## src/hw/rtl/stable_priority_queue_with_credit_defines.svh

```systemverilog
// ============================================================================
// Assertion macros for the credit priority queue
// Shared same-cycle and next-cycle implication checks used by the RTL.
// ============================================================================
`ifndef STABLE_PRIORITY_QUEUE_WITH_CREDIT_DEFINES_SVH
`define STABLE_PRIORITY_QUEUE_WITH_CREDIT_DEFINES_SVH

`ifndef NO_ASSERTIONS

// same-cycle implication
`define SPQ_ASSERT_IMP(name, clk, rst_n, ante, cons) \
    name: assert property (@(posedge clk) disable iff (!rst_n) (ante) |-> (cons)) \
        else $error("spq check failed: same-cycle implication");

// next-cycle implication
`define SPQ_ASSERT_NXT(name, clk, rst_n, ante, cons) \
    name: assert property (@(posedge clk) disable iff (!rst_n) (ante) |=> (cons)) \
        else $error("spq check failed: next-cycle implication");

`else

`define SPQ_ASSERT_IMP(name, clk, rst_n, ante, cons)
`define SPQ_ASSERT_NXT(name, clk, rst_n, ante, cons)

`endif

`endif

```

## src/hw/rtl/spqc_pkg.sv

```systemverilog
// ============================================================================
// spqc_pkg
// Widths, codes and controller/datapath command types of the credit queue.
// ============================================================================
package spqc_pkg;

    // queue geometry
    localparam int QUEUE_DEPTH = 16;
    localparam int IDX_W       = $clog2(QUEUE_DEPTH);
    localparam int CNT_W       = $clog2(QUEUE_DEPTH + 1);

    // field widths
    localparam int OP_W     = 2;
    localparam int ID_W     = 16;
    localparam int PRIO_W   = 2;
    localparam int STK_W    = 16;
    localparam int STATUS_W = 3;
    localparam int ENTRY_W  = ID_W + PRIO_W;

    localparam logic [STK_W-1:0] STOCK_MAX = {STK_W{1'b1}};

    typedef enum logic [OP_W-1:0] {
        OP_ENQUEUE = 2'd0,
        OP_SERVE   = 2'd1,
        OP_RETURN  = 2'd2,
        OP_CANCEL  = 2'd3
    } t_op;

    typedef enum logic [STATUS_W-1:0] {
        STS_OK        = 3'd0,
        STS_EMPTY     = 3'd1,
        STS_NO_STOCK  = 3'd2,
        STS_NOT_FOUND = 3'd3,
        STS_FULL      = 3'd4
    } t_status;

    // one queue slot
    typedef struct packed {
        logic [ID_W-1:0]   id;
        logic [PRIO_W-1:0] prio;
    } t_entry;

    // walk index update
    typedef enum logic [2:0] {
        IDX_HOLD = 3'd0,
        IDX_ZERO = 3'd1,
        IDX_TAIL = 3'd2,
        IDX_INC  = 3'd3,
        IDX_DEC  = 3'd4
    } t_idx_op;

    typedef enum logic [1:0] {
        WA_ZERO = 2'd0,
        WA_NEXT = 2'd1,
        WA_PREV = 2'd2
    } t_waddr_sel;

    typedef enum logic {
        WD_KEY   = 1'b0,
        WD_RDATA = 1'b1
    } t_wdata_sel;

    typedef enum logic [1:0] {
        STK_HOLD = 2'd0,
        STK_INC  = 2'd1,
        STK_DEC  = 2'd2
    } t_stk_op;

    // controller -> datapath
    typedef struct packed {
        logic       load_key;
        t_idx_op    idx_op;
        logic       wr_en;
        t_waddr_sel waddr_sel;
        t_wdata_sel wdata_sel;
        logic       cnt_inc;
        logic       cnt_dec;
        t_stk_op    stk_op;
        logic       set_status;
        t_status    status_val;
        logic       capture;
        logic       publish;
    } t_dp_cmd;

    // datapath -> controller
    typedef struct packed {
        logic count_zero;
        logic count_full;
        logic stock_zero;
        logic rd_prio_gt;
        logic rd_id_eq;
        logic idx_zero;
        logic idx_tail;
        logic out_free;
    } t_dp_sts;

endpackage

```

## src/hw/rtl/spqc_ram.sv

```systemverilog
// ============================================================================
// spqc_ram
// Generic single-write, single-read RAM with registered read data.
// ============================================================================
module spqc_ram #(
    parameter int WIDTH = 8,
    parameter int DEPTH = 16
) (
    input  logic                     i_clk,
    input  logic                     i_we,
    input  logic [$clog2(DEPTH)-1:0] i_waddr,
    input  logic [WIDTH-1:0]         i_wdata,
    input  logic [$clog2(DEPTH)-1:0] i_raddr,
    output logic [WIDTH-1:0]         o_rdata
);

    logic [WIDTH-1:0] r_mem [DEPTH];

    // write port
    always_ff @(posedge i_clk) begin
        if (i_we) begin
            r_mem[i_waddr] <= i_wdata;
        end
    end

    // registered read, old data on a same-address write
    always_ff @(posedge i_clk) begin
        o_rdata <= r_mem[i_raddr];
    end

endmodule

```

## src/hw/rtl/spqc_ctrl.sv

```systemverilog
// ============================================================================
// spqc_ctrl
// Sequencer for the credit queue: decodes an operation and walks the slots.
// ============================================================================
module spqc_ctrl (
    input  logic                          i_clk,
    input  logic                          i_rst_n,
    input  logic                          i_valid,
    output logic                          o_stall,
    input  logic [spqc_pkg::OP_W-1:0]     i_operation,
    input  spqc_pkg::t_dp_sts             i_sts,
    output spqc_pkg::t_dp_cmd             o_cmd
);

    import spqc_pkg::*;

    typedef enum logic [6:0] {
        ST_IDLE     = 7'b0000001,
        ST_ENQ_WALK = 7'b0000010,
        ST_ENQ_HEAD = 7'b0000100,
        ST_SRV_HEAD = 7'b0001000,
        ST_CAN_SCAN = 7'b0010000,
        ST_SHIFT    = 7'b0100000,
        ST_PUB      = 7'b1000000
    } t_state;

    t_state r_state, n_state;
    logic   accept;

    assign accept  = i_valid && (r_state == ST_IDLE);
    assign o_stall = (r_state != ST_IDLE);

    // next state and commands
    always_comb begin
        n_state = r_state;
        o_cmd   = '0;
        case (r_state)
            ST_IDLE: begin
                if (accept) begin
                    o_cmd.load_key = 1'b1;
                    case (t_op'(i_operation))
                        OP_ENQUEUE: begin
                            if (i_sts.count_full) begin
                                o_cmd.set_status = 1'b1;
                                o_cmd.status_val = STS_FULL;
                                n_state          = ST_PUB;
                            end else if (i_sts.count_zero) begin
                                o_cmd.wr_en     = 1'b1;
                                o_cmd.waddr_sel = WA_ZERO;
                                o_cmd.wdata_sel = WD_KEY;
                                o_cmd.cnt_inc   = 1'b1;
                                n_state         = ST_PUB;
                            end else begin
                                o_cmd.idx_op = IDX_TAIL;
                                n_state      = ST_ENQ_WALK;
                            end
                        end
                        OP_SERVE: begin
                            if (i_sts.count_zero) begin
                                o_cmd.set_status = 1'b1;
                                o_cmd.status_val = STS_EMPTY;
                                n_state          = ST_PUB;
                            end else if (i_sts.stock_zero) begin
                                o_cmd.set_status = 1'b1;
                                o_cmd.status_val = STS_NO_STOCK;
                                n_state          = ST_PUB;
                            end else begin
                                o_cmd.idx_op = IDX_ZERO;
                                n_state      = ST_SRV_HEAD;
                            end
                        end
                        OP_RETURN: begin
                            o_cmd.stk_op = STK_INC;
                            n_state      = ST_PUB;
                        end
                        OP_CANCEL: begin
                            if (i_sts.count_zero) begin
                                o_cmd.set_status = 1'b1;
                                o_cmd.status_val = STS_EMPTY;
                                n_state          = ST_PUB;
                            end else begin
                                o_cmd.idx_op = IDX_ZERO;
                                n_state      = ST_CAN_SCAN;
                            end
                        end
                        default: begin
                            n_state = ST_PUB;
                        end
                    endcase
                end
            end
            // walk from the tail, moving lower-priority slots up by one
            ST_ENQ_WALK: begin
                o_cmd.wr_en     = 1'b1;
                o_cmd.waddr_sel = WA_NEXT;
                if (i_sts.rd_prio_gt) begin
                    o_cmd.wdata_sel = WD_RDATA;
                    if (i_sts.idx_zero) begin
                        n_state = ST_ENQ_HEAD;
                    end else begin
                        o_cmd.idx_op = IDX_DEC;
                    end
                end else begin
                    o_cmd.wdata_sel = WD_KEY;
                    o_cmd.cnt_inc   = 1'b1;
                    n_state         = ST_PUB;
                end
            end
            // every slot moved: new entry becomes the head
            ST_ENQ_HEAD: begin
                o_cmd.wr_en     = 1'b1;
                o_cmd.waddr_sel = WA_ZERO;
                o_cmd.wdata_sel = WD_KEY;
                o_cmd.cnt_inc   = 1'b1;
                n_state         = ST_PUB;
            end
            ST_SRV_HEAD: begin
                o_cmd.capture = 1'b1;
                o_cmd.stk_op  = STK_DEC;
                if (i_sts.idx_tail) begin
                    o_cmd.cnt_dec = 1'b1;
                    n_state       = ST_PUB;
                end else begin
                    o_cmd.idx_op = IDX_INC;
                    n_state      = ST_SHIFT;
                end
            end
            // scan from the head for the first matching id
            ST_CAN_SCAN: begin
                if (i_sts.rd_id_eq) begin
                    o_cmd.capture = 1'b1;
                    if (i_sts.idx_tail) begin
                        o_cmd.cnt_dec = 1'b1;
                        n_state       = ST_PUB;
                    end else begin
                        o_cmd.idx_op = IDX_INC;
                        n_state      = ST_SHIFT;
                    end
                end else if (i_sts.idx_tail) begin
                    o_cmd.set_status = 1'b1;
                    o_cmd.status_val = STS_NOT_FOUND;
                    n_state          = ST_PUB;
                end else begin
                    o_cmd.idx_op = IDX_INC;
                end
            end
            // close the gap: each slot moves down by one
            ST_SHIFT: begin
                o_cmd.wr_en     = 1'b1;
                o_cmd.waddr_sel = WA_PREV;
                o_cmd.wdata_sel = WD_RDATA;
                if (i_sts.idx_tail) begin
                    o_cmd.cnt_dec = 1'b1;
                    n_state       = ST_PUB;
                end else begin
                    o_cmd.idx_op = IDX_INC;
                end
            end
            // hand the result to the output register once it is free
            ST_PUB: begin
                if (i_sts.out_free) begin
                    o_cmd.publish = 1'b1;
                    n_state       = ST_IDLE;
                end
            end
            default: begin
                n_state = ST_IDLE;
            end
        endcase
    end

    always_ff @(posedge i_clk) begin
        if (!i_rst_n) begin
            r_state <= ST_IDLE;
        end else begin
            r_state <= n_state;
        end
    end

endmodule

```

## src/hw/rtl/spqc_dp.sv

```systemverilog
// ============================================================================
// spqc_dp
// Datapath of the credit queue: slot RAM, walk index, counters, result regs.
// ============================================================================
`include "stable_priority_queue_with_credit_defines.svh"

module spqc_dp (
    input  logic                            i_clk,
    input  logic                            i_rst_n,
    input  logic                            i_cfg_we,
    input  logic [spqc_pkg::STK_W-1:0]      i_cfg_data,
    input  logic [spqc_pkg::ID_W-1:0]       i_borrower_id,
    input  logic [spqc_pkg::PRIO_W-1:0]     i_priority_req,
    input  spqc_pkg::t_dp_cmd               i_cmd,
    output spqc_pkg::t_dp_sts               o_sts,
    input  logic                            i_stall,
    output logic                            o_valid,
    output logic [spqc_pkg::STATUS_W-1:0]   o_status,
    output logic [spqc_pkg::ID_W-1:0]       o_served_id,
    output logic [spqc_pkg::PRIO_W-1:0]     o_served_priority,
    output logic [spqc_pkg::CNT_W-1:0]      o_queue_count,
    output logic [spqc_pkg::STK_W-1:0]      o_stock_level
);

    import spqc_pkg::*;

    logic [CNT_W-1:0]  r_count;
    logic [STK_W-1:0]  r_stock;
    logic [IDX_W-1:0]  r_idx, n_idx;
    logic              r_valid;
    logic [ID_W-1:0]   r_key_id;
    logic [PRIO_W-1:0] r_key_prio;
    t_status           r_status;
    logic [ID_W-1:0]   r_got_id;
    logic [PRIO_W-1:0] r_got_prio;

    logic [ID_W-1:0]    key_id;
    logic [PRIO_W-1:0]  key_prio, in_prio;
    logic [IDX_W-1:0]   waddr;
    logic [ENTRY_W-1:0] wdata, rd_word;
    t_entry             rd_entry, key_entry;

    // priority zero counts as the highest priority
    assign in_prio  = (i_priority_req == '0) ? PRIO_W'(1) : i_priority_req;
    assign key_id   = i_cmd.load_key ? i_borrower_id : r_key_id;
    assign key_prio = i_cmd.load_key ? in_prio : r_key_prio;
    assign key_entry = '{id: key_id, prio: key_prio};
    assign rd_entry  = t_entry'(rd_word);

    // walk index; the RAM reads the next index so read data tracks r_idx
    always_comb begin
        case (i_cmd.idx_op)
            IDX_ZERO: n_idx = '0;
            IDX_TAIL: n_idx = IDX_W'(r_count - CNT_W'(1));
            IDX_INC:  n_idx = r_idx + IDX_W'(1);
            IDX_DEC:  n_idx = r_idx - IDX_W'(1);
            default:  n_idx = r_idx;
        endcase
    end

    // write address and data
    always_comb begin
        case (i_cmd.waddr_sel)
            WA_NEXT: waddr = r_idx + IDX_W'(1);
            WA_PREV: waddr = r_idx - IDX_W'(1);
            default: waddr = '0;
        endcase
    end

    assign wdata = (i_cmd.wdata_sel == WD_RDATA) ? rd_word : ENTRY_W'(key_entry);

    spqc_ram #(
        .WIDTH (ENTRY_W),
        .DEPTH (QUEUE_DEPTH)
    ) u_ram (
        .i_clk   (i_clk),
        .i_we    (i_cmd.wr_en),
        .i_waddr (waddr),
        .i_wdata (wdata),
        .i_raddr (n_idx),
        .o_rdata (rd_word)
    );

    // status toward the controller
    assign o_sts.count_zero = (r_count == '0);
    assign o_sts.count_full = (r_count == CNT_W'(QUEUE_DEPTH));
    assign o_sts.stock_zero = (r_stock == '0);
    assign o_sts.rd_prio_gt = (rd_entry.prio > r_key_prio);
    assign o_sts.rd_id_eq   = (rd_entry.id == r_key_id);
    assign o_sts.idx_zero   = (r_idx == '0);
    assign o_sts.idx_tail   = (CNT_W'(r_idx) == (r_count - CNT_W'(1)));
    assign o_sts.out_free   = !r_valid || !i_stall;

    // control state: counters, index, output valid
    always_ff @(posedge i_clk) begin
        if (!i_rst_n) begin
            r_count <= '0;
            r_stock <= '0;
            r_idx   <= '0;
            r_valid <= 1'b0;
        end else begin
            r_idx <= n_idx;
            if (i_cmd.cnt_inc) begin
                r_count <= r_count + CNT_W'(1);
            end else if (i_cmd.cnt_dec) begin
                r_count <= r_count - CNT_W'(1);
            end
            if (i_cfg_we) begin
                r_stock <= i_cfg_data;
            end else begin
                case (i_cmd.stk_op)
                    STK_INC: begin
                        if (r_stock != STOCK_MAX) begin
                            r_stock <= r_stock + STK_W'(1);
                        end
                    end
                    STK_DEC: r_stock <= r_stock - STK_W'(1);
                    default: r_stock <= r_stock;
                endcase
            end
            if (i_cmd.publish) begin
                r_valid <= 1'b1;
            end else if (!i_stall) begin
                r_valid <= 1'b0;
            end
        end
    end

    // payload: search key, pending result, output register
    always_ff @(posedge i_clk) begin
        if (i_cmd.load_key) begin
            r_key_id   <= i_borrower_id;
            r_key_prio <= in_prio;
            r_status   <= STS_OK;
            r_got_id   <= '0;
            r_got_prio <= '0;
        end
        if (i_cmd.set_status) begin
            r_status <= i_cmd.status_val;
        end
        if (i_cmd.capture) begin
            r_got_id   <= rd_entry.id;
            r_got_prio <= rd_entry.prio;
        end
        if (i_cmd.publish) begin
            o_status          <= r_status;
            o_served_id       <= r_got_id;
            o_served_priority <= r_got_prio;
            o_queue_count     <= r_count;
            o_stock_level     <= r_stock;
        end
    end

    assign o_valid = r_valid;

    `SPQ_ASSERT_IMP(a_count_bound, i_clk, i_rst_n, 1'b1, r_count <= CNT_W'(QUEUE_DEPTH))
    `SPQ_ASSERT_IMP(a_pub_free, i_clk, i_rst_n, i_cmd.publish, o_sts.out_free)
    `SPQ_ASSERT_IMP(a_wr_range, i_clk, i_rst_n, i_cmd.wr_en, CNT_W'(waddr) <= r_count)
    `SPQ_ASSERT_NXT(a_got_prio, i_clk, i_rst_n, i_cmd.capture, r_got_prio != '0)

endmodule

```

## src/hw/rtl/stable_priority_queue_with_credit.sv

```systemverilog
// ============================================================================
// stable_priority_queue_with_credit
// Bounded priority queue of requester ids with a credit stock counter.
// ============================================================================
// Usage:
//   Request channel: i_valid / o_stall with i_operation, i_borrower_id and
//   i_priority_req; a transfer happens when i_valid is high and o_stall low.
//   Result channel: o_valid / i_stall with o_status, o_served_id,
//   o_served_priority, o_queue_count and o_stock_level; one result per request.
//   i_cfg_we with i_cfg_data loads the stock counter; write it while idle.
//   Flow: return, rejected requests and enqueue into an empty queue go from
//   the idle decode straight to the publish state. Serve and cancel walk the
//   slots first, and enqueue walks from the tail (then writes the head when the
//   new entry becomes the head); the walk reads one slot per cycle, at most 16
//   slots (15 for enqueue). One request is in work at a time; the next one is
//   taken right after the result is moved to the output register.
//   A held result does not block the next transfer; only the hand-off of the
//   following result waits while i_stall keeps the output register full.
//   Reset (synchronous, i_rst_n low) empties the queue, clears the stock and
//   drops o_valid; slot contents are not cleared and need no sweep.
// ============================================================================
module stable_priority_queue_with_credit (
    input  logic                            i_clk,
    input  logic                            i_rst_n,
    input  logic                            i_cfg_we,
    input  logic [spqc_pkg::STK_W-1:0]      i_cfg_data,
    input  logic                            i_valid,
    output logic                            o_stall,
    input  logic [spqc_pkg::OP_W-1:0]       i_operation,
    input  logic [spqc_pkg::ID_W-1:0]       i_borrower_id,
    input  logic [spqc_pkg::PRIO_W-1:0]     i_priority_req,
    output logic                            o_valid,
    input  logic                            i_stall,
    output logic [spqc_pkg::STATUS_W-1:0]   o_status,
    output logic [spqc_pkg::ID_W-1:0]       o_served_id,
    output logic [spqc_pkg::PRIO_W-1:0]     o_served_priority,
    output logic [spqc_pkg::CNT_W-1:0]      o_queue_count,
    output logic [spqc_pkg::STK_W-1:0]      o_stock_level
);

    import spqc_pkg::*;

    t_dp_cmd dp_cmd;
    t_dp_sts dp_sts;

    // sequencer
    spqc_ctrl u_ctrl (
        .i_clk       (i_clk),
        .i_rst_n     (i_rst_n),
        .i_valid     (i_valid),
        .o_stall     (o_stall),
        .i_operation (i_operation),
        .i_sts       (dp_sts),
        .o_cmd       (dp_cmd)
    );

    // storage and arithmetic
    spqc_dp u_dp (
        .i_clk             (i_clk),
        .i_rst_n           (i_rst_n),
        .i_cfg_we          (i_cfg_we),
        .i_cfg_data        (i_cfg_data),
        .i_borrower_id     (i_borrower_id),
        .i_priority_req    (i_priority_req),
        .i_cmd             (dp_cmd),
        .o_sts             (dp_sts),
        .i_stall           (i_stall),
        .o_valid           (o_valid),
        .o_status          (o_status),
        .o_served_id       (o_served_id),
        .o_served_priority (o_served_priority),
        .o_queue_count     (o_queue_count),
        .o_stock_level     (o_stock_level)
    );

endmodule
```

## config.mk

```make
export PLATFORM = sky130hd
export DESIGN_NAME = stable_priority_queue_with_credit
export DESIGN_NICKNAME = d
export VERILOG_FILES = /design/src/hw/rtl/spqc_pkg.sv /design/src/hw/rtl/spqc_ram.sv /design/src/hw/rtl/spqc_ctrl.sv /design/src/hw/rtl/spqc_dp.sv /design/src/hw/rtl/stable_priority_queue_with_credit.sv
export VERILOG_INCLUDE_DIRS = /design/src /design/src/hw/rtl
export SDC_FILE = /design/constraint.sdc
export NUM_CORES = 1
export LEC_CHECK = 0
export ABC_AREA = 1
export BUFFER_PORTS_ARGS = -buffer_cell sky130_fd_sc_hd__clkbuf_2
export CORE_ASPECT_RATIO = 0.5
export CORE_MARGIN = 2
export CORE_UTILIZATION = 30
export CTS_CLUSTER_DIAMETER = 200
export DETAILED_ROUTE_END_ITERATION = 10
export MAX_ROUTING_LAYER = met4
export PLACE_DENSITY = 0.45
export SYNTH_ARGS = -nofsm -noshare
export SYNTH_HDL_FRONTEND = slang
export SYNTH_SLANG_ARGS = --single-unit
```

## constraint.sdc

```tcl
create_clock -name i_clk -period 10 [get_ports i_clk]
set_clock_uncertainty 0.15 [all_clocks]
set_input_delay 2.5 -clock i_clk [delete_from_list [all_inputs] [get_ports i_clk]]
set_output_delay 2.5 -clock i_clk [all_outputs]
set_load 0.01 [all_outputs]
```

# Yosys cells after proc, flatten, opt, wreduce, memory -nomap -nowiden
# Memory sizes are Yosys's and may differ from the RTL's. A register that Yosys moved wholly into a read port is not among the register bits.
# Index checks and enable logic that the tools add are counted.
[word_totals] output_inout_bits=44 ram_bits=288 word_cells=139 ff_bits=114 n_memories=1
[classes] magnitude_cmp=1 addsub=6 n_reduce_logical=17 muxes=71 eq_ne=28
[memory_table] memory="u_dp.u_ram.r_mem" words=16 width=18 rd=1 rd_clocked_by_memory_dff=1 wr=1 line_no="spqc_ram.sv:17" text="logic [WIDTH-1:0] r_mem [DEPTH];"
[op_table] cell="two-way mux 7 bit" count=12
[op_table] cell="two-way mux 16 bit" count=5
[op_table] cell="one-hot mux 7 bit (7 select lines)" count=1
[op_table] cell="one-hot mux 16 bit (2 select lines)" count=1
[op_table] cell="one-hot mux 4 bit (4 select lines)" count=2
[op_table] cell="one-hot mux 7 bit (4 select lines)" count=1
[op_table] cell="two-way mux 4 bit" count=6
[op_table] cell="two-way mux 5 bit" count=4
[op_table] cell="two-way mux 18 bit" count=1
[op_table] cell="one-hot mux 3 bit (3 select lines)" count=2
[op_table] cell="adder 16 x 1 -> 16 bit (second input constant)" count=1
[op_table] cell="== test 16 bit" count=1
[op_table] cell="logical NOT 16 bit" count=1
[op_table] cell="!= test 16 bit (second input constant)" count=1
[op_table] cell="one-hot mux 4 bit (2 select lines)" count=2
[op_table] cell="subtractor 16 x 1 -> 16 bit (second input constant)" count=1
[op_table] cell="two-way mux 1 bit" count=15
[op_table] cell="two-way mux 3 bit" count=5
[op_table] cell="two-way mux 2 bit" count=6
[op_table] cell="one-hot mux 4 bit (3 select lines)" count=1
[op_table] cell="two-way mux 9 bit" count=1
[op_table] cell="== test 2 bit (second input constant)" count=4
[op_table] cell="two-way mux 8 bit" count=1
[op_table] cell="== test 7 x 1 -> 1 bit (second input constant)" count=1
[op_table] cell="other kinds (38)" count=47

# Logic depth before layout (Yosys ltp)
# Gate-level depths: netlist (run 1).
[logic_depth] depth_word=9 depth_mapped=21 depth_no_buf=20

# Hierarchy
# A second synthesis (run 1) with hierarchy kept.
[hier_totals] hier_cells=2047 hier_area_um2=19185.9
[by_module_without_submodules] mod="spqc_ram" n_inst=1 area_per_inst_um2=12762.2 seq_area_each_um2=9008.6 cells_per_inst=1203
[by_module_without_submodules] mod="spqc_dp" n_inst=1 area_per_inst_um2=5616.6 seq_area_each_um2=2772.7 cells_per_inst=706
[by_module_without_submodules] mod="spqc_ctrl" n_inst=1 area_per_inst_um2=807.0 seq_area_each_um2=140.1 cells_per_inst=138

# Least setup slack after synthesis (run 1)
# OpenSTA, ideal clock, no wires.
[synth_path] path_kind="input to register" from="input i_stall" to="register u_dp.o_queue_count[0] in the netlist's numbering (enable)" path_slack_ps=4813 t_required_ps=9395 cell_stages=1 arrival_ps=4582 setup_time_ps=455 path_cell_list="a21oi_1"
[synth_via] elab_chain_cells=4
[synth_rtl] item="start, declared" line_no="stable_priority_queue_with_credit.sv:33" text="input logic i_stall,"
[synth_rtl] item="logical NOT 1 bit" line_no="spqc_dp.sv:92" text="assign o_sts.out_free = !r_valid || !i_stall;"
[synth_rtl] item="logical OR 1 bit" line_no="spqc_dp.sv:92"
[synth_rtl] item="two-way mux 1 bit" line_no="spqc_ctrl.sv:161" text="if (i_sts.out_free) begin"
[synth_rtl] item="two-way mux 1 bit" line_no="spqc_ctrl.sv:37" text="case (r_state)"
[synth_rtl] item="end signal, assigned" line_no="spqc_dp.sv:149" text="o_queue_count <= r_count;"
[synth_rtl] item="end, declared" line_no="spqc_dp.sv:21" text="output logic [spqc_pkg::CNT_W-1:0] o_queue_count,"
# No other way between the ends.
# A chain may end at the register's enable or synchronous reset.

# Worst setup path after layout (run 1)
[layout_path] from="input i_operation[0] in the netlist's numbering" to="register u_dp.u_ram.o_rdata[15], read port of u_dp.u_ram.r_mem"
[layout_via] elab_chain_cells=6 word_cells_on_any_way=11 classes_between="6 x eq/ne; 4 x mux; 1 x reduce/logical"
[layout_rtl] item="start, declared" line_no="stable_priority_queue_with_credit.sv:29" text="input logic [spqc_pkg::OP_W-1:0] i_operation,"
[layout_rtl] item="== test 2 bit (tied with other cells)" line_no="spqc_ctrl.sv:41" text="case (t_op'(i_operation))"
[layout_rtl] item="one-hot mux 3 bit (3 select lines) *" line_no="spqc_ctrl.sv:41"
[layout_rtl] item="two-way mux 9 bit *" line_no="spqc_ctrl.sv:39" text="if (accept) begin"
[layout_rtl] item="one-hot mux 3 bit (3 select lines) *" line_no="spqc_ctrl.sv:37"
[layout_rtl] item="== test 3 bit (tied with other cells)" line_no="spqc_dp.sv:52" text="case (i_cmd.idx_op)"
[layout_rtl] item="one-hot mux 4 bit (4 select lines) *" line_no="spqc_dp.sv:52"
[layout_rtl] item="end, declared" line_no="spqc_ram.sv:14" text="output logic [WIDTH-1:0] o_rdata"
# Mark *: on every way between the ends. The rest lies on a longest branch, timed or not.

==> results of run 1 <==
registers in the layout, summed over array words and instances, names as in the netlist:
name and flops:
u_dp.u_ram.o_rdata 18, u_dp.o_valid 1, u_ctrl.r_state 7, u_dp.r_count 5, u_dp.r_stock 16, u_dp.o_served_priority 2, u_dp.r_key_id 16, u_dp.r_idx 4
u_dp.o_status 3, u_dp.u_ram.r_mem 288, u_dp.r_got_prio 2, u_dp.r_got_id 16, u_dp.r_key_prio 2, u_dp.o_served_id 16, u_dp.o_queue_count 5, u_dp.o_stock_level 16
u_dp.r_status 3
cell families after synthesis:
| logic type | Yosys count |
|---|---|
| and+or+nand+nor | 973 |
| DFF | 420 |
| buffers and inverters | 321 |
| AOI/OAI and AO/OA | 125 |
| xor gates and xnor gates | 28 |
| adders and majority gates | 21 |
cells in the mapped netlist (all sizes together), types with 2 or more instances:
cell,instances
a211oi,7
a21boi,3
a21oi,45
a31oi,2
buf,62
clkbuf,24
clkinv,2
dfxtp,69
edfxtp,351
ha,20
inv,233
nand2,479
nand3,359
nand4,11
nor2,108
nor3,10
nor4,4
o211ai,7
o21ai,47
o221ai,2
o22ai,3
o311ai,2
o31ai,3
xnor2,8
xor2,20
final timing paths:
check | start | to | slack, ns | cells after the start
max | i_operation[0] | u_dp.u_ram.o_rdata[15] | 4.16 | 17
min | u_dp.r_got_id[6] | u_dp.o_served_id[6] | 0.27 | 0
max reg2reg | u_dp.r_count[0] | u_dp.u_ram.o_rdata[15] | 5.00 | 19
min reg2reg | u_dp.r_got_id[6] | u_dp.o_served_id[6] | 0.27 | 0
metrics by stage:
step	util (%)	hold WS (ns)	std cells	instance area [um2]
final	35.4	0.269	2839	21700
after global routing	35.4	0.277	2838	21700
after CTS	35.4	0.269	2838	21700
after detailed placement	32.8	0.255	2758	20200
after global placement	32.8	0.251	2758	20200
after floorplan	-	0.250	1888	18700
area by class of cell:
cell class,count,area (um2),share of cell area (%)
clock buffers,54,1180,5.43
multi-input cells,1147,5550,25.5
inverters,235,882,4.06
clock inverters,26,375,1.73
well taps,825,1030,4.75
diodes,1,2.50,0.0115
flip-flops and latches,420,11900,54.9
repair buffers,131,786,3.62
routing by layer:
layer  global-route usage [%]  up-vias  share of wire [%]
met5                        -        -                  0
li1                         -     6532                  -
met2                     25.4      296                 44
met4                     3.04        0                1.5
met1                     24.9     6414                 50
met3                     3.16       60                5.1
placed cells by master (no fill, tap or decap), drive strengths merged, types with 9 or more instances in the layout:
cell type	instances
nor2	108
dfxtp	69
nor3	10
edfxtp	351
nand4	11
nand3	359
clkbuf	138
ha	20
a21oi	45
bufinv	9
clkinv	14
nand2	479
xor2	20
buf	47
o21ai	47
inv	234
power by group through the flow:
| stage | sequential (uW) | clock [uW] | combinational, uW |
|---|---|---|---|
| finish | 2280 | 1780 | 1060 |
| global route | 2290 | 1900 | 1180 |
| CTS | 2280 | 1820 | 1070 |
| detailed placement | 2320 | 0 | 1060 |
| global placement | 2320 | 0 | 1060 |
| floorplan | 2290 | 0 | 683 |
==> impl_metrics.tcl, run 1 <==
set metrics [dict create \
    grtUsageTotal_pct 17.2 \
    critPathMaxFanout 145 \
    dr.pass1.iters 5 \
    cap_viol_max_count 0 \
    grt_pass1_vias 12702 \
    hp-class "register to register" \
    syn-cell-area_um2 18700 \
    max_freq_ghz 0.171 \
    coreArea_um2 61400 \
    area_growth_pct 15.9 \
    required_ns 10.29 \
    cp_common_cell "nand2_1" \
    fill_cells 6186 \
    die_h_um 181 \
    arrival_ns 6.13 \
    cts_resized 0 \
    num_rows 64 \
    nets 2040 \
    initial_core_util_pct 30.5 \
    synthAdderAreaFrac_pct 1.44 \
    via_per_inst 4.69 \
    wire_per_inst_um 19.1 \
    cts_buffers 43 \
    clock-sinks 420 \
    setup_slack_ns 4.16 \
    portBuffers 84 \
    slew_headroom_pct 23.5 \
    worst_slew_pin_slew_ns 1.15 \
    internal_power_uw 3560 \
    yosys.area.top_type "edfxtp_1" \
    finalPower_uw 5120 \
    vias 13302 \
    clock-root-buffer "clkbuf_16" \
    period_minus_slack_ns 5.84 \
    worstSetupPathType "primary input to register" \
    crit_path_end_kind "register" \
    path_clk_slew_ns 0.06 \
    finalWirelength_um 54300 \
    power.leakage_uw 0.00906 \
    cts_setup_buffers 0 \
    final-max-slew-violation-count 0 \
    dp_hpwl_um 31400 \
    tns_ns 0 \
    cp_slowest_cell "nand2_4" \
    path_cells "clkbuf_2 > inv_1 > nor2_1 > nand2_1 > inv_2 > nand2_1 > nand2_1 > o21ai_2 > nand4_1 > buf_12 > nand2_4 > buf_4 > nand2_1 > nand3_1 > nand3_1 > nand3_1 > nand2_1" \
    ys_ff_latch 420 \
    p_sw_share_pct 30.5 \
    synth_top_family_by_area "simple AND/OR/NAND/NOR gates" \
    p_switching_uw 1560 \
    drc 0 \
    synth_top_area_share_pct 56.2 \
    grt_max_degree 146 \
    drtIter0Drc 1335 \
    drive_above_1_share_pct 12.3 \
    io-pin-count 85 \
    finalWeightedCongestion 0.869 \
    setup_viol 0 \
    die-area_um2 64600 \
    synth_compound_area_share_pct 3.87 \
    dpl_worst_slack_ns 3.73 \
    report.final.hold_viol_count 0 \
    ys_top_cells_by_area "edfxtp_1 56%, nand2_1 9.5%, nand3_1 9.5%" \
    max-vdd-ir-drop_mv 0.115 \
    critPathBufInv 5 \
    power_frac_seq_pct 44.6 \
    ant_nets 0 \
    worst_setup_path_start_kind "primary input" \
    synth-xor-area-share_pct 1.31 \
    yosys.area_share.simple_pct 22.6 \
    yosysSeqAreaShare_pct 63.6 \
    syn_nets 1950 \
    pwr-share-comb_pct 20.6 \
    h-tree-depth 2 \
    cpLargestDelayFamily "simple AND/OR/NAND/NOR gates" \
    clockBufferDepth 3 \
    synth.distinct_cells 45 \
    p_per_area_nw_per_um2 236 \
    synth_edf_count 351 \
    die_x_um 358 \
    synthArstFlopShare_pct 0 \
    synthMuxAreaShare_pct 0 \
    antenna_found_initial 1 \
    p_clk_share_pct 34.8 \
    postCtsHoldBufs 0 \
    cts_tree "yes" \
    avgSynthCellArea_um2 9.93 \
    clk_latency_ns 0.57 \
    grt_pass1_wl_um 81800 \
    yosys_warnings 0 \
    cp_slowest_stage_delay_ns 0.94 \
    ys.flop_type "edfxtp_1" \
    grt_setup_unrepaired "no" \
    grt-ovfl-total 0 \
    status "finished, final reports clean" \
    syn_inst 1888 \
    fin_crit_sh_pct 58.4 \
]
(Power assumes the default switching activity.)
==> run 2, diff against run 1 <==
- clock period: 10 -> 5.6 ns (I/O delays scaled with it)
==> run 2 against run 1 <==
  * Cell area fell by 0.31%
  * Clock power rose by 62%
  * Power rose by 72%
  * Via count barely moved
  * Register-to-register slack got worse by 3.3 ns
  * Core utilization fell by 0.11 points
  * Critical endpoint is now u_dp.r_stock[11]
  * Worst setup slack got worse by 2.5 ns
  * Sequential cell count did not move
==> impl_metrics.tcl, run 2 (synthesis gave the netlist of run 1 again) <==
set metrics [dict create \
    cpLargestDelayFamily "compound AO/OA/AOI/OAI gates" \
    crit_start "u_ctrl.r_state[6]" \
    antenna_found_initial 0 \
    finalWeightedCongestion 0.840 \
    grt-ovfl-total 0 \
    area_growth_pct 15.6 \
    clock-root-buffer "clkbuf_16" \
    h-tree-depth 2 \
    worst_setup_path_start_kind "register" \
    die-area_um2 64600 \
    final-max-slew-violation-count 0 \
    num_rows 64 \
    final_common_cell "nand2_1" \
    portBuffers 84 \
    required_ns 5.84 \
    cp_slowest_stage_delay_ns 0.57 \
    internal_power_uw 6100 \
    setup_viol 0 \
    via_per_inst 4.68 \
    nets 2045 \
    grt_setup_unrepaired "no" \
    drive_above_1_share_pct 12.3 \
    clockBufferDepth 3 \
    multi_input_area_um2 5550 \
    regMostFlops "u_dp.u_ram.r_mem" \
    power.leakage_uw 0.00905 \
    max-vdd-ir-drop_mv 0.209 \
    worstSetupPathType "register to register" \
    status "finished, final reports clean" \
    p_per_area_nw_per_um2 408 \
    reg_top3 "u_dp.u_ram.r_mem (288), u_dp.u_ram.o_rdata (18)" \
    final_cell_mix "474 x nand2_1, 356 x nand3_1, 351 x edfxtp_1, 223 x inv_1, 86 x nor2_1" \
    initial_core_util_pct 30.5 \
    grt_max_degree 145 \
    power_frac_seq_pct 46.1 \
    worst_slew_pin_slew_ns 1.18 \
    placedCellCount 2763 \
    drc 0 \
    tns_ns 0 \
    fin_crit_sh_pct 69.9 \
    ant_nets 0 \
    cap_viol_max_count 0 \
    hp-class "register to register" \
    grt_pass1_vias 12900 \
    report.final.hold_viol_count 0 \
    vias 13294 \
    crit_path_end_kind "register" \
    die_h_um 181 \
    critPathBufInv 2 \
    cts_buffers 43 \
    n_antenna_cell 0 \
    grt_pass1_wl_um 82500 \
    dr.pass1.iters 7 \
    cp_slowest_cell "inv_1" \
    slew_headroom_pct 21.0 \
    p_clk_share_pct 32.6 \
    grtUsageTotal_pct 17.3 \
    drtIter0Drc 1237 \
    path_cells "inv_1 > nand2_1 > nor2_4 > nand4_2 > inv_1 > ha_1 > nand3_1 > nand3_1 > a21boi_0 > o21ai_0 > a21boi_0 > o21ai_0 > xor2_1 > o21ai_0 > a21oi_1" \
    cts_resized 0 \
    period_minus_slack_ns 3.91 \
    fin_cells 2843 \
    fill_cells 6210 \
    largest_reg_flops 288 \
    p_switching_uw 2740 \
    p_sw_share_pct 31.0 \
    dp_hpwl_um 32300 \
    coreArea_um2 61400 \
    clock-sinks 420 \
    r2r-start "u_ctrl.r_state[6]" \
    max_freq_ghz 0.256 \
    pwr-share-comb_pct 21.3 \
    path_clk_slew_ns 0.06 \
    critPathMaxFanout 16 \
    cts_tree "yes" \
    clk_latency_ns 0.56 \
    cp_common_cell "o21ai_0" \
    seq_area_um2 11900 \
    cts_setup_buffers 0 \
    hp-start "u_dp.r_got_id[13]" \
    postCtsHoldBufs 0 \
    io-pin-count 85 \
    arrival_ns 4.15 \
    wire_per_inst_um 18.9 \
    finalWirelength_um 53800 \
    die_x_um 358 \
]
## run 2: changes by cell type in the layout (fill, tap and decap cells not counted), moves of 2 or more
cell,delta
bufinv_16,-7
buf_12,+4
clkinvlp_4,-4
clkinv_1,+3
clkinv_2,+3
clkbuf_8,+2
## run 2: cell type report
cell class | count | area share (%)
multi-input combinational | 1147 | 25.6
clock inverter | 22 | 0.768
timing repair buffer | 136 | 4.03
sequential | 420 | 55.0
inverter | 235 | 4.07
tap | 825 | 4.77
clock buffer | 58 | 5.71
## run 2: power by group through the flow
| stage | sequential (uW) | clock [uW] | combinational (uW) |
|---|---|---|---|
| after floorplan | 4100 | 0 | 1220 |
| after CTS | 4070 | 2950 | 1900 |
| after detailed placement | 4140 | 0 | 1900 |
| after global routing | 4090 | 3090 | 2140 |
| final | 4070 | 2880 | 1880 |
| after global placement | 4140 | 0 | 1900 |
## run 2: through the flow
| stage | hold slack, ns | power (uW) | utilization, % | worst slack (ns) | cell area (um2) |
|---|---|---|---|---|---|
| floorplan | 0.250 | 5320 | - | 1.51 | 18700 |
| global placement | 0.250 | 6030 | 33.0 | 1.18 | 20300 |
| detailed placement | 0.255 | 6030 | 33.0 | 1.23 | 20300 |
| CTS | 0.275 | 8930 | 35.3 | 1.60 | 21700 |
| global route | 0.279 | 9320 | 35.3 | 1.21 | 21700 |
| finish | 0.270 | 8830 | 35.3 | 1.69 | 21700 |
## run 2: worst paths after layout
kind	cells past startpoint	to	slack [ns]
min	0	u_dp.o_served_id[13]	0.27
min reg2reg	0	u_dp.o_served_id[13]	0.27
max	15	u_dp.r_stock[11]	1.69
max reg2reg	15	u_dp.r_stock[11]	1.69
## run 2: routing by layer
layer | part of all wire, % | global-route usage [%] | vias to the layer above | routed length (um)
li1 | - | - | 6541 | -
met1 | 49 | 25.0 | 6352 | 26500
met2 | 44 | 25.5 | 333 | 23400
met3 | 5.6 | 3.03 | 68 | 2990
met4 | 1.7 | 3.53 | 0 | 896
met5 | 0 | - | - | 0
